### config.mk
export PLATFORM = sky130hd
export DESIGN_NAME = i2c_slave_message_mailbox_core
export DESIGN_NICKNAME = d
export VERILOG_FILES = /design/src/i2cmbx_pkg.sv /design/src/i2c_slave_message_mailbox_core.sv
export VERILOG_INCLUDE_DIRS = /design/src /design/src/src
export SDC_FILE = /design/constraint.sdc
export NUM_CORES = 1
export LEC_CHECK = 0
export BUFFER_PORTS_ARGS = -buffer_cell sky130_fd_sc_hd__buf_2
export CORE_ASPECT_RATIO = 0.7
export CORE_MARGIN = 2
export CORE_UTILIZATION = 39
export DETAILED_ROUTE_END_ITERATION = 16
export HOLD_SLACK_MARGIN = 0.03
export PLACE_DENSITY = 0.59
export SYNTH_ARGS = -nofsm -noshare
export SYNTH_HDL_FRONTEND = slang
export SYNTH_SLANG_ARGS = --single-unit
### constraint.sdc
create_clock -name i_clk -period 7.6 [get_ports i_clk]
set_input_delay 2.28 -clock i_clk [delete_from_list [all_inputs] [get_ports i_clk]]
set_output_delay 2.28 -clock i_clk [all_outputs]
set_load 0.05 [all_outputs]
### src/i2c_slave_message_mailbox_core_defines.svh
// Assertion macros shared by the mailbox RTL.
// Each macro expands to one labeled concurrent assertion on i_clk, held off during reset.
`ifndef I2C_SLAVE_MESSAGE_MAILBOX_CORE_DEFINES_SVH
`define I2C_SLAVE_MESSAGE_MAILBOX_CORE_DEFINES_SVH

// same-cycle implication
`define I2CMBX_ASSERT_NOW(label, ante, cons, msg) \
    label: assert property (@(posedge i_clk) disable iff (!i_rst_n) (ante) |-> (cons)) \
        else $error(msg);

// next-cycle implication
`define I2CMBX_ASSERT_NEXT(label, ante, cons, msg) \
    label: assert property (@(posedge i_clk) disable iff (!i_rst_n) (ante) |=> (cons)) \
        else $error(msg);

`endif

### src/i2cmbx_pkg.sv
// Package for the I2C slave message mailbox: opcodes, message kinds,
// register map, reset values and the pipeline stage record. No dependencies.
`default_nettype none

package i2cmbx_pkg;

    localparam int BUF_DEPTH_DEF = 32;

    localparam int OP_W    = 3;
    localparam int BYTE_W  = 8;
    localparam int LIDX_W  = 5;
    localparam int SIDX_W  = 5;
    localparam int KIND_W  = 2;
    localparam int NKIND   = 4;
    localparam int NCFG    = 8;
    localparam int CFGI_W  = 3;
    localparam int PADDR_W = 5;
    localparam int APB_W   = 32;
    localparam int S_DATA_W = 16;
    localparam int M_DATA_W = 32;

    // request opcodes
    localparam logic [OP_W-1:0] OP_ADDR_WRITE = 3'd0;
    localparam logic [OP_W-1:0] OP_ADDR_READ  = 3'd1;
    localparam logic [OP_W-1:0] OP_BYTE_WRITE = 3'd2;
    localparam logic [OP_W-1:0] OP_BYTE_READ  = 3'd3;
    localparam logic [OP_W-1:0] OP_TX_LOAD    = 3'd4;

    // message kinds, in match priority order
    localparam logic [KIND_W-1:0] KIND_VIBE = 2'd0;
    localparam logic [KIND_W-1:0] KIND_LED  = 2'd1;
    localparam logic [KIND_W-1:0] KIND_TEMP = 2'd2;
    localparam logic [KIND_W-1:0] KIND_CAL  = 2'd3;

    // register map (index = paddr[4:2])
    localparam logic [CFGI_W-1:0] REG_VIBE_ID  = 3'd0;
    localparam logic [CFGI_W-1:0] REG_VIBE_LEN = 3'd1;
    localparam logic [CFGI_W-1:0] REG_LED_ID   = 3'd2;
    localparam logic [CFGI_W-1:0] REG_LED_LEN  = 3'd3;
    localparam logic [CFGI_W-1:0] REG_TEMP_ID  = 3'd4;
    localparam logic [CFGI_W-1:0] REG_TEMP_LEN = 3'd5;
    localparam logic [CFGI_W-1:0] REG_CAL_ID   = 3'd6;
    localparam logic [CFGI_W-1:0] REG_CAL_LEN  = 3'd7;

    localparam logic [BYTE_W-1:0] ID_RST  = 8'd0;
    localparam logic [BYTE_W-1:0] LEN_RST = 8'd1;
    localparam logic [BYTE_W-1:0] CNT_MAX = 8'd255;

    // result record carried from the memory read stage to the output register
    typedef struct packed {
        logic              send_valid;
        logic              send_mem;
        logic              store_valid;
        logic [SIDX_W-1:0] store_index;
        logic [BYTE_W-1:0] store_byte;
        logic              done_valid;
        logic [KIND_W-1:0] done_kind;
        logic              overflow;
    } t_s1;

endpackage

`default_nettype wire

### src/i2c_slave_message_mailbox_core.sv
// I2C slave message mailbox: bus-event decoder, transmit store and message matcher.
// Depends on i2cmbx_pkg and i2c_slave_message_mailbox_core_defines.svh.
//
// Usage:
//   Input stream (i_s_*): one request per bus event or software load; tuser holds the
//   opcode, tdata the byte, load index and master nack. Output stream (o_m_*): exactly
//   one result per request, in request order.
//   APB port: eight 8-bit registers (id/length pairs for vibe, led, temp, cal) at
//   byte addresses 0x00..0x1C; write them only while no request is in flight.
//   Path: an accepted request is registered in the read stage (the synchronous
//   transmit-store read) and then in the output register.
//   Throughput: one request per cycle when not stalled; one write port (loads) and one
//   registered read port (address read and byte read requests) on the transmit store.
//   Reset: synchronous, active low; clears the pointers, byte count, message id and
//   the per-entry valid bits, sets the registers to id 0 / length 1, so every transmit entry
//   reads as zero at once. No clearing sweep is needed.
//   Stall: when the receiver holds i_m_tready low, the output register and the read
//   stage keep their results and o_s_tready drops once both are full.
`default_nettype none

`include "i2c_slave_message_mailbox_core_defines.svh"

module i2c_slave_message_mailbox_core #(
    parameter int BUF_DEPTH = i2cmbx_pkg::BUF_DEPTH_DEF
) (
    input  wire logic                            i_clk,
    input  wire logic                            i_rst_n,
    // request stream
    input  wire logic                            i_s_tvalid,
    output logic                                 o_s_tready,
    // [7:0] data_byte, [12:8] load_index, [13] master_nack, [15:14] zero
    input  wire logic [i2cmbx_pkg::S_DATA_W-1:0] i_s_tdata,
    // [2:0] op
    input  wire logic [i2cmbx_pkg::OP_W-1:0]     i_s_tuser,
    // result stream
    output logic                                 o_m_tvalid,
    input  wire logic                            i_m_tready,
    // [0] send_valid, [8:1] send_byte, [9] store_valid, [14:10] store_index,
    // [22:15] store_byte, [23] done_valid, [25:24] done_kind, [26] overflow, [31:27] zero
    output logic [i2cmbx_pkg::M_DATA_W-1:0]      o_m_tdata,
    // configuration
    input  wire logic                            psel,
    input  wire logic                            penable,
    input  wire logic                            pwrite,
    input  wire logic [i2cmbx_pkg::PADDR_W-1:0]  paddr,
    input  wire logic [i2cmbx_pkg::APB_W-1:0]    pwdata,
    output logic [i2cmbx_pkg::APB_W-1:0]         prdata,
    output logic                                 pready
);
    import i2cmbx_pkg::*;

    localparam int AW = (BUF_DEPTH > 1) ? $clog2(BUF_DEPTH) : 1;
    localparam int PW = $clog2(BUF_DEPTH + 1);
    localparam int XW = (PW > LIDX_W) ? PW : LIDX_W;
    localparam logic [PW-1:0] PTR_END = PW'(BUF_DEPTH);

    // ---------------- configuration registers ----------------
    logic [BYTE_W-1:0] r_cfg [NCFG];
    logic              w_cfg_wr;
    logic [CFGI_W-1:0] w_cfg_idx;

    assign pready    = 1'b1;
    assign w_cfg_wr  = psel & penable & pwrite & pready;
    assign w_cfg_idx = paddr[PADDR_W-1:2];
    assign prdata    = APB_W'(r_cfg[w_cfg_idx]);

    always_ff @(posedge i_clk) begin
        if (!i_rst_n) begin
            for (int i = 0; i < NCFG; i++) begin
                r_cfg[i] <= i[0] ? LEN_RST : ID_RST;
            end
        end else if (w_cfg_wr) begin
            r_cfg[w_cfg_idx] <= pwdata[BYTE_W-1:0];
        end
    end

    // ---------------- handshake and pipeline control ----------------
    logic r_s1_vld;
    logic r_out_vld;
    logic w_out_adv;
    logic w_acc;

    assign w_out_adv  = !r_out_vld || i_m_tready;
    assign o_s_tready = !r_s1_vld || w_out_adv;
    assign w_acc      = i_s_tvalid && o_s_tready;
    assign o_m_tvalid = r_out_vld;

    // ---------------- request fields ----------------
    logic [OP_W-1:0]   w_op;
    logic [BYTE_W-1:0] w_data;
    logic [LIDX_W-1:0] w_lidx;
    logic              w_nack;

    assign w_op   = i_s_tuser;
    assign w_data = i_s_tdata[7:0];
    assign w_lidx = i_s_tdata[12:8];
    assign w_nack = i_s_tdata[13];

    // ---------------- session state ----------------
    logic [PW-1:0]     r_tx_ptr, n_tx_ptr;
    logic [PW-1:0]     r_rx_ptr, n_rx_ptr;
    logic [BYTE_W-1:0] r_cnt,    n_cnt;
    logic [BYTE_W-1:0] r_msg_id, n_msg_id;

    // ---------------- transmit store ----------------
    logic [BYTE_W-1:0]    mem_tx [BUF_DEPTH];
    logic [BUF_DEPTH-1:0] r_tx_vld;
    logic [BYTE_W-1:0]    r_rd_data;
    logic                 r_rd_vld;
    logic [AW-1:0]        w_rd_addr;
    logic [AW-1:0]        w_wr_addr;
    logic                 w_wr_en;
    logic [XW-1:0]        w_lidx_x;
    logic [XW-1:0]        w_rx_x;

    assign w_lidx_x  = XW'(w_lidx);
    assign w_wr_addr = w_lidx_x[AW-1:0];
    assign w_wr_en   = w_acc && (w_op == OP_TX_LOAD) && (w_lidx_x < XW'(BUF_DEPTH));
    assign w_rd_addr = (w_op == OP_BYTE_READ) ? r_tx_ptr[AW-1:0] : '0;
    assign w_rx_x    = XW'(r_rx_ptr);

    always_ff @(posedge i_clk) begin
        if (w_wr_en) begin
            mem_tx[w_wr_addr] <= w_data;
        end
        // hold read data while the read stage is stalled
        if (w_acc) begin
            r_rd_data <= mem_tx[w_rd_addr];
        end
    end

    always_ff @(posedge i_clk) begin
        if (!i_rst_n) begin
            r_tx_vld <= '0;
            r_rd_vld <= 1'b0;
        end else begin
            if (w_wr_en) begin
                r_tx_vld[w_wr_addr] <= 1'b1;
            end
            if (w_acc) begin
                r_rd_vld <= r_tx_vld[w_rd_addr];
            end
        end
    end

    // ---------------- decode and state update ----------------
    t_s1 n_s1;
    t_s1 r_s1;

    always_comb begin
        n_tx_ptr = r_tx_ptr;
        n_rx_ptr = r_rx_ptr;
        n_cnt    = r_cnt;
        n_msg_id = r_msg_id;
        n_s1     = '0;
        case (w_op)
            OP_ADDR_WRITE: begin
                n_tx_ptr = '0;
                n_rx_ptr = '0;
                n_cnt    = '0;
            end
            OP_ADDR_READ: begin
                n_tx_ptr        = PW'(1);
                n_rx_ptr        = '0;
                n_cnt           = '0;
                n_s1.send_valid = 1'b1;
                n_s1.send_mem   = 1'b1;
            end
            OP_BYTE_WRITE: begin
                if (r_cnt != CNT_MAX) begin
                    n_cnt = r_cnt + BYTE_W'(1);
                end
                if (n_cnt == BYTE_W'(1)) begin
                    n_msg_id = w_data;
                end else if (r_rx_ptr < PTR_END) begin
                    n_s1.store_valid = 1'b1;
                    n_s1.store_index = w_rx_x[SIDX_W-1:0];
                    n_s1.store_byte  = w_data;
                    n_rx_ptr         = r_rx_ptr + PW'(1);
                end else begin
                    n_s1.overflow = 1'b1;
                end
                // scan from lowest priority so the first kind wins
                for (int k = NKIND - 1; k >= 0; k--) begin
                    if (n_msg_id == r_cfg[2*k] && n_cnt == r_cfg[2*k+1]) begin
                        n_s1.done_valid = 1'b1;
                        n_s1.done_kind  = KIND_W'(k);
                    end
                end
            end
            OP_BYTE_READ: begin
                if (!w_nack) begin
                    n_s1.send_valid = 1'b1;
                    if (r_tx_ptr < PTR_END) begin
                        n_s1.send_mem = 1'b1;
                        n_tx_ptr      = r_tx_ptr + PW'(1);
                    end else begin
                        n_s1.overflow = 1'b1;
                    end
                end
            end
            default: begin
            end
        endcase
    end

    always_ff @(posedge i_clk) begin
        if (!i_rst_n) begin
            r_tx_ptr <= '0;
            r_rx_ptr <= '0;
            r_cnt    <= '0;
            r_msg_id <= '0;
        end else if (w_acc) begin
            r_tx_ptr <= n_tx_ptr;
            r_rx_ptr <= n_rx_ptr;
            r_cnt    <= n_cnt;
            r_msg_id <= n_msg_id;
        end
    end

    // ---------------- read stage and output register ----------------
    logic [BYTE_W-1:0]   w_send_byte;
    logic [M_DATA_W-1:0] r_out;

    assign w_send_byte = (r_s1.send_mem && r_rd_vld) ? r_rd_data : '0;

    always_ff @(posedge i_clk) begin
        if (!i_rst_n) begin
            r_s1_vld  <= 1'b0;
            r_out_vld <= 1'b0;
        end else begin
            if (o_s_tready) begin
                r_s1_vld <= w_acc;
            end
            if (w_out_adv) begin
                r_out_vld <= r_s1_vld;
            end
        end
    end

    always_ff @(posedge i_clk) begin
        if (w_acc) begin
            r_s1 <= n_s1;
        end
        if (w_out_adv && r_s1_vld) begin
            r_out <= M_DATA_W'({r_s1.overflow, r_s1.done_kind, r_s1.done_valid,
                                r_s1.store_byte, r_s1.store_index, r_s1.store_valid,
                                w_send_byte, r_s1.send_valid});
        end
    end

    assign o_m_tdata = r_out;

    // ---------------- assertions ----------------
    `I2CMBX_ASSERT_NOW(a_tx_ptr_range, 1'b1, r_tx_ptr <= PTR_END, "transmit pointer past store end")
    `I2CMBX_ASSERT_NOW(a_rx_ptr_range, 1'b1, r_rx_ptr <= PTR_END, "payload pointer past store end")
    `I2CMBX_ASSERT_NEXT(a_addr_read, w_acc && w_op == OP_ADDR_READ, r_s1_vld && r_tx_ptr == PW'(1) && r_s1.send_mem, "address read did not restart transmit")
    `I2CMBX_ASSERT_NOW(a_ovf_excl, r_s1_vld && r_s1.overflow, !r_s1.store_valid && !r_s1.send_mem, "overflow with stored or sent data")

endmodule

`default_nettype wire

==> results of run 1 <==
-- kinds of logic after synthesis --
kind of cell,share of synthesized area (%)
other cells,0.03791
buf+inv,3.866
compound gates,12.24
flops,63.21
fa+ha+maj,0.1895
simple gates,11.93
xor+xnor,3.404
mux,5.116
-- cell usage in the layout, fill, tap and decap left out, types with 22 or more instances in the layout --
master / Yosys / final
conb_1: 2 / 30
a31oi_1: 37 / 37
nor2_1: 61 / 61
xnor2_1: 47 / 47
dfxtp_1: 63 / 61
o21ai_0: 27 / 27
a21oi_1: 48 / 48
o21a_1: 33 / 33
and2_1: 63 / 63
and3_1: 96 / 96
mux2i_1: 63 / 63
xor2_1: 30 / 30
a211oi_1: 109 / 109
nand2_1: 105 / 103
buf_2: 9 / 71
clkbuf_16: 0 / 46
edfxtp_1: 375 / 375
inv_1: 22 / 22
buf_4: 30 / 22
-- metal layers --
| metal | global-route usage (%) | up-vias | wire length (um) |
|---|---|---|---|
| li1 | - | 5906 | - |
| met1 | 30.10 | 6459 | 25260 |
| met5 | 0 | - | 0 |
| met3 | 4.442 | 57 | 4008 |
| met2 | 26.49 | 464 | 21090 |
| met4 | 3.930 | 0 | 654 |
-- power by group --
group,switching [mW],internal (mW)
registers,0.0433,2.64
logic,0.214,0.0766
clock network,0.969,1.26
total,1.23,3.99
-- stage by stage --
step	utilization [%]	std cells
after floorplan	-	1582
after global routing	43.85	2290
after CTS	43.85	2290
after global placement	40.89	2204
after detailed placement	40.89	2204
final	43.85	2290
-- how the worst max path moves through the flow --
| stage | end | cells after the start |
|---|---|---|
| final | prdata[4] | 8 |
| after global routing | prdata[4] | 8 |
| after CTS | prdata[4] | 8 |
| after detailed placement | prdata[4] | 8 |
| after global placement | prdata[4] | 8 |
| after floorplan | prdata[5] | 6 |
-- registers in the layout (all words and copies together), names as in the netlist --
signal,flops
mem_tx,256
r_cfg,64
r_tx_vld,32
o_m_tdata,27
r_s1,20
r_cnt,8
r_msg_id,8
r_rd_data,8
r_rx_ptr,6
r_tx_ptr,6
o_m_tvalid,1
r_rd_vld,1
r_s1_vld,1
-- area by class of cell --
cell class	count	area (um2)
Tap cell	674	843.3
Inverter	22	82.58
Sequential cell	438	12530
Timing Repair Buffer	93	520.5
Fill cell	4639	28310
Clock buffer	58	1226
Multi-Input combinational cell	977	6640
Clock inverter	28	269.0
==> flow_metrics.py, run 1 <==
metrics = {
    "outcome": {
        "outcome": "finished clean",
    },
    "route": {
        "vias": 12886,
        "wirelength_mm": 51.02,
        "drc": 0,
        "firstDrtPassIters": 5,
        "viasPerCell": 5.627,
        "drt-initial-drc-count": 1301,
        "drtAntennaViolNets": 0,
        "avgRoutedWirePerCell_um": 22.28,
    },
    "min_path": {
        "whs_path_depth": 0,
        "whs_endpoint": "o_m_tdata[18]",
        "holdCritPathClass": "flip-flop to flip-flop",
        "hold_start": "r_s1[7]",
    },
    "synth": {
        "synth_seq_cells": 438,
        "async_flop_share_pct": 0,
        "synth_cells": 1554,
        "seq_area_frac_synth_pct": 63.21,
        "synth.avg_cell_area_um2": 12.75,
        "synth_most_common_cell": "edfxtp_1",
        "syn-cell-area_um2": 19810,
        "synthFlopType": "edfxtp_1",
        "synth_area_leaders": "edfxtp_1, dfxtp_1, a211oi_1",
        "synth_edf_count": 375,
        "yosys_warnings": 0,
        "synth_area_leader_cell": "edfxtp_1",
        "synth.distinct_cells": 78,
        "synth_top_area_share_pct": 56.85,
        "synth_common_cells": "edfxtp_1, a211oi_1, nand2_1",
    },
    "critical_path": {
        "path_cells": "buf_2, inv_1, nor2_1, a22oi_1, nand2_1, o21ai_0, o21ai_0, buf_2",
        "reg2regPathDepth": 9,
        "worst-path-max-fanout": 29,
        "critical_path_class": "input port to output port",
        "slowest_stage": "buf_2",
        "r2r_setup_slack_ns": 3.52,
        "regToRegStartpoint": "r_cnt[0]",
        "max_stage_delay_ns": 0.49,
        "worstPathRequired_ns": 5.32,
        "critical_path.startpoint_type": "input port",
        "crit_family": "buffers and inverters",
        "cp.arrival_ns": 4.07,
        "worstSetupEndpointType": "output port",
        "path_buf_inv": 3,
        "startpoint": "paddr[4]",
        "reg2reg_to": "r_s1[2]",
    },
    "floorplanning": {
        "fp.dieH_um": 192.6,
        "start_util_pct": 39.29,
        "die_w_um": 273.4,
        "die_area_um2": 52640,
        "core_um2": 50420,
        "fp-row-count": 69,
        "io_pins": 130,
    },
    "grt": {
        "grt_pass1_wl_mm": 75.58,
        "track_usage_pct": 19.13,
        "overflow": 0,
        "antenna_found_initial": 0,
        "first_global_vias": 11819,
        "grt_max_degree": 66,
    },
    "cells_and_area": {
        "diodes": 0,
        "drive_gt1_share_pct": 12.81,
        "area_growth_pct": 11.61,
        "stdcell_area_um2": 22110,
        "nets": 1644,
    },
    "sta": {
        "tns_ns": 0,
        "layout_setup_ws_ns": 1.250,
        "fin_crit_ns": 6.350,
        "worst_hold_slack_ns": 0.4189,
        "skew_ns": 0.01395,
        "drv_slew": 0,
        "tightest_slew_ns": 1.246,
        "hold_viol_final": 0,
        "max_freq_mhz": 157.5,
        "slew_headroom_pct": 16.23,
        "finalSetupViolations": 0,
        "rsz0062_at_grt": "false",
        "fin_crit_sh_pct": 83.55,
    },
    "clock_network": {
        "numCtsBuffers": 46,
        "cts.clk_slew.worst_paths_ns": 0.06,
        "clk_latency_ns": 0.57,
        "postCtsSetupBuffers": 0,
        "cts.hold.buffers_added": 0,
        "clock-root-buffer": "clkbuf_16",
        "cts.repair.resized": 0,
        "cts.sinks": 438,
        "h-tree-depth": 2,
        "clk_path_buf_depth": 3,
        "cts_tree": "yes",
    },
    "run": {
        "max_cap_viol_count": 0,
    },
    "placement": {
        "place.gp.congestion": 0.8740,
        "place_hpwl_mm": 32.44,
        "placed_area_um2": 20610,
        "post-place-ws_ns": 1.317,
        "io_buffers": 71,
    },
    "pwr": {
        "power_density_nw_per_um2": 235.8,
        "leakagePower_nw": 7.676,
        "vdd_drop_max_uv": 141.1,
        "p_total_mw": 5.212,
    },
}
(Power assumes the default switching activity.)
==> run 2: changes to the inputs <==
- PLACE_DENSITY: 0.59 -> 0.61
- clock period: 7.6 -> 5.46 ns (I/O delays scaled with it)
==> run 2 against run 1 <==
Combinational power increased by 41%. Critical path depth stayed put. Largest cell class unchanged. Critical path type unchanged. Via count rose by 0.95%. Cell count rose by 0.13%.
==> flow_metrics.py, run 2 (same netlist as run 1, synthesis figures left out) <==
metrics = {
    "sta": {
        "hold_viol_final": 0,
        "layout_setup_ws_ns": 0.4687,
        "slew_headroom_pct": 16.71,
        "fin_crit_sh_pct": 91.42,
        "max_freq_mhz": 200.3,
        "fin_crit_ns": 4.991,
        "tightest_slew_ns": 1.239,
        "skew_ns": 0.03324,
        "finalSetupViolations": 0,
        "rsz0062_at_grt": "false",
        "tns_ns": 0,
        "drv_slew": 0,
    },
    "clock_network": {
        "cts.hold.buffers_added": 0,
        "cts.clk_slew.worst_paths_ns": 0.05,
        "h-tree-depth": 2,
        "clk_latency_ns": 0.60,
        "clk_path_buf_depth": 3,
        "cts_tree": "yes",
        "cts.sinks": 438,
        "postCtsSetupBuffers": 0,
        "numCtsBuffers": 45,
        "cts.repair.resized": 0,
        "clock-root-buffer": "clkbuf_16",
    },
    "route": {
        "drc": 0,
        "avgRoutedWirePerCell_um": 22.60,
        "vias": 13009,
        "viasPerCell": 5.673,
        "firstDrtPassIters": 6,
        "drt-initial-drc-count": 1516,
        "wirelength_mm": 51.81,
        "drtAntennaViolNets": 0,
    },
    "grt": {
        "grt_use_met3_pct": 4.877,
        "grt_pass1_wl_mm": 76.95,
        "grt_use_met1_pct": 29.60,
        "first_global_vias": 12054,
        "use_met2_pct": 27.79,
        "overflow": 0,
        "antenna_found_initial": 6,
        "grt_max_degree": 103,
        "track_usage_pct": 19.62,
        "busiest_layer": "met1",
    },
    "outcome": {
        "outcome": "finished clean",
    },
    "cells_and_area": {
        "regMostFlops": "mem_tx",
        "nets": 1650,
        "largest_reg_flops": 256,
        "layout_common_cells": "edfxtp_1, a211oi_1, nand2_1, and3_1, buf_2",
        "largestRegisters": "mem_tx (256), r_cfg (64), r_tx_vld (32)",
        "final_common_cell": "edfxtp_1",
        "area_growth_pct": 11.53,
        "diodes": 0,
        "drive_gt1_share_pct": 12.66,
        "fin_cells": 2293,
    },
    "placement": {
        "place_hpwl_mm": 33.00,
        "io_buffers": 71,
        "place.gp.congestion": 0.8698,
        "dp.cells": 2211,
        "post-place-ws_ns": 0.5124,
    },
    "floorplanning": {
        "io_pins": 130,
        "fp-row-count": 69,
        "die_w_um": 273.4,
        "fp.dieH_um": 192.6,
        "core_um2": 50420,
        "start_util_pct": 39.29,
        "die_area_um2": 52640,
    },
    "pwr": {
        "power_density_nw_per_um2": 320.9,
        "leakagePower_nw": 7.653,
        "p_total_mw": 7.090,
        "vdd_drop_max_uv": 232.2,
    },
    "critical_path": {
        "critical_path.startpoint_type": "input port",
        "path_cells": "buf_2, inv_1, nor2_1, a22oi_1, nand2_1, o21ai_0, o21ai_0, buf_2",
        "path_buf_inv": 3,
        "worst-path-max-fanout": 29,
        "critical_path_class": "input port to output port",
        "worstPathRequired_ns": 3.82,
        "cp.arrival_ns": 3.35,
        "crit_family": "buffers and inverters",
        "max_stage_delay_ns": 0.52,
        "worstSetupEndpointType": "output port",
        "slowest_stage": "buf_2",
    },
    "min_path": {
        "holdCritPathClass": "flip-flop to flip-flop",
    },
    "run": {
        "max_cap_viol_count": 0,
    },
}
-- run 2: routing by layer --
| metal | up-vias | wire, um |
|---|---|---|
| li1 | 5901 | - |
| met1 | 6476 | 24100 |
| met2 | 546 | 21710 |
| met3 | 84 | 4871 |
| met4 | 2 | 1124 |
| met5 | - | 13 |
-- run 2: path summary, 6_finish.rpt --
kind,to,from,slack [ns],cells past startpoint
worst min register to register,o_m_tdata[26],r_s1[0],0.42,0
worst max-delay path,prdata[3],paddr[4],0.47,8
worst min-delay path,o_m_tdata[26],r_s1[0],0.42,0
worst max register to register,r_s1[1],r_cnt[0],1.33,9
-- run 2: metrics by stage --
step | area [um2] | utilization [%] | hold WS, ns
2_1_floorplan | 19910 | - | 0.4003
3_3_place_gp | 20700 | 41.05 | 0.4048
3_5_place_dp | 20700 | 41.05 | 0.4045
4_1_cts | 22090 | 43.82 | 0.4192
5_1_grt | 22090 | 43.82 | 0.4302
6_report | 22090 | 43.82 | 0.4178
-- run 2: area by class of cell --
cell class	count	area (um2)
timing repair buffer	100	610.6
sequential	438	12530
clock buffer	58	1195
clock inverter	24	200.2
inverter	22	82.58
fill	4588	28320
multi-input combinational	977	6635
tap	674	843.3
-- run 2: where the power goes --
group	switching (mW)	leakage, nW	internal [mW]	total, mW
registers	0.0604	3.96	3.68	3.74
logic	0.300	3.01	0.109	0.409
clock network	1.29	0.681	1.65	2.94
==> run 3: changes to the inputs <==
- CORE_UTILIZATION: 39 -> 55
- PLACE_DENSITY: 0.61 -> 0.8
==> run 3 against run 2 <==
Sequential share of layout area up 0.80 points. Via count up 1.7%. Core utilization up 17 points. Hold slack better by 0.0013 ns. Global-route usage up 6.2 points. Register-to-register slack better by 0.08 ns. Critical path type unchanged. Critical endpoint unchanged.
==> flow_metrics.py, run 3 (same netlist as run 1, synthesis figures left out) <==
metrics = {
    "cells_and_area": {
        "regMostFlops": "mem_tx",
        "drive_gt1_share_pct": 12.83,
        "largestRegisters": "mem_tx (256), r_cfg (64), r_tx_vld (32)",
        "nFillCells": 2686,
        "area_growth_pct": 9.955,
        "multiInputGateArea_um2": 6635,
        "utilization_pct": 61.00,
        "nets": 1654,
        "final_common_cell": "edfxtp_1",
        "layout_common_cells": "edfxtp_1, a211oi_1, nand2_1, and3_1, buf_2",
        "ff_latch_area_um2": 12520,
        "largest_reg_flops": 256,
    },
    "clock_network": {
        "cts.sinks": 438,
        "cts_tree": "yes",
        "clk_path_buf_depth": 3,
        "postCtsSetupBuffers": 0,
        "cts.repair.resized": 0,
        "numCtsBuffers": 41,
        "clock-root-buffer": "clkbuf_16",
        "cts.clk_slew.worst_paths_ns": 0.06,
        "h-tree-depth": 2,
        "clk_latency_ns": 0.55,
        "cts.hold.buffers_added": 0,
    },
    "route": {
        "vias": 13235,
        "wirelength_mm": 48.99,
        "drc": 0,
        "viasPerCell": 6.296,
        "avgRoutedWirePerCell_um": 23.31,
        "drtAntennaViolNets": 0,
        "firstDrtPassIters": 6,
        "drt-initial-drc-count": 2013,
    },
    "sta": {
        "rsz0062_at_grt": "false",
        "fin_crit_sh_pct": 92.07,
        "tns_ns": 0,
        "drv_slew": 0,
        "skew_ns": 0.01920,
        "slew_headroom_pct": 13.58,
        "fin_crit_ns": 5.027,
        "tightest_slew_ns": 1.295,
        "worst_hold_slack_ns": 0.4191,
        "max_freq_mhz": 198.9,
        "finalSetupViolations": 0,
        "hold_viol_final": 0,
        "layout_setup_ws_ns": 0.4328,
    },
    "pwr": {
        "power_density_nw_per_um2": 316.2,
        "leakagePower_nw": 7.633,
        "vdd_drop_max_uv": 239.1,
    },
    "grt": {
        "first_global_vias": 12179,
        "track_usage_pct": 25.86,
        "grt_pass1_wl_mm": 73.23,
        "overflow": 0,
        "antenna_found_initial": 3,
        "grt_max_degree": 103,
    },
    "min_path": {
        "whs_path_depth": 0,
        "holdCritPathClass": "flip-flop to flip-flop",
        "hold_start": "r_s1[5]",
    },
    "placement": {
        "place.gp.congestion": 0.9188,
        "io_buffers": 71,
        "post-place-ws_ns": 0.4975,
        "place_hpwl_mm": 31.31,
    },
    "critical_path": {
        "crit_family": "buffers and inverters",
        "path_cells": "buf_2, inv_1, nor2_1, a22oi_1, nand2_1, o21ai_0, o21ai_0, buf_2",
        "worst-path-max-fanout": 29,
        "critical_path.startpoint_type": "input port",
        "regToRegStartpoint": "r_cnt[0]",
        "cp.arrival_ns": 3.39,
        "startpoint": "paddr[4]",
        "critical_path_class": "input port to output port",
        "slowest_stage": "buf_2",
        "path_buf_inv": 3,
        "reg2regPathDepth": 9,
        "crit_cells": 8,
        "worstPathRequired_ns": 3.82,
        "max_stage_delay_ns": 0.51,
        "worstSetupEndpointType": "output port",
    },
    "floorplanning": {
        "fp-row-count": 58,
        "core_um2": 35700,
        "io_pins": 130,
        "start_util_pct": 55.48,
        "fp.dieH_um": 162.8,
        "die_w_um": 230.8,
        "die_area_um2": 37570,
    },
    "run": {
        "max_cap_viol_count": 0,
    },
    "outcome": {
        "outcome": "finished clean",
    },
}
## run 3: cell types whose count changed in the layout (fill, tap and decap cells not counted), sizes merged
cell,delta
buf,+8
clkbuf,-6
clkinvlp,+1
diode,+1
inv,-1
## run 3: through the flow
stage	total power, mW	std cells	instance area [um2]
after floorplan	4.074	1582	19910
after global placement	4.197	2025	20500
after detailed placement	4.208	2025	20500
after CTS	6.891	2101	21780
after global routing	7.068	2102	21780
final	6.888	2102	21780
## run 3: routing by layer
layer	GRT usage (%)	vias up	routed length (um)
met5	0	-	11
met4	6.158	2	867
met3	6.022	80	5909
met2	36.80	780	21060
met1	40.07	6457	21140
li1	-	5916	-
## run 3: power breakdown
part | internal [mW] | switching [mW] | total [mW] | leakage [nW]
combinational | 0.108 | 0.300 | 0.408 | 3.05
sequential | 3.68 | 0.0586 | 3.74 | 3.96
clock | 1.54 | 1.20 | 2.74 | 0.627
total | 5.33 | 1.56 | 6.89 | 7.63
## run 3: worst paths after layout
check,endpoint,slack [ns]
hold / removal,o_m_tdata[16],0.42
setup / recovery,prdata[3],0.43
setup reg to reg,r_s1[1],1.41
hold reg to reg,o_m_tdata[16],0.42
## run 3: worst register-to-register path, delay by kind of cell, from the launching register on
| family | cells | cell delay (ns) |
|---|---|---|
| AND/OR/NAND/NOR | 5 | 1.90 |
| flip-flops | 1 | 0.70 |
| adder cells (fa/ha/maj) | 1 | 0.68 |
| AO/OA/AOI/OAI | 2 | 0.44 |
| XOR/XNOR | 1 | 0.18 |
## run 3: layout make-up
cell class / count / share of cell area, %
sequential: 438 / 57.50
tap: 480 / 2.757
multi-input combinational: 977 / 30.46
inverter: 22 / 0.3791
clock inverter: 24 / 0.7698
clock buffer: 52 / 5.095
timing repair buffer: 108 / 3.022
antenna: 1 / 0.01149
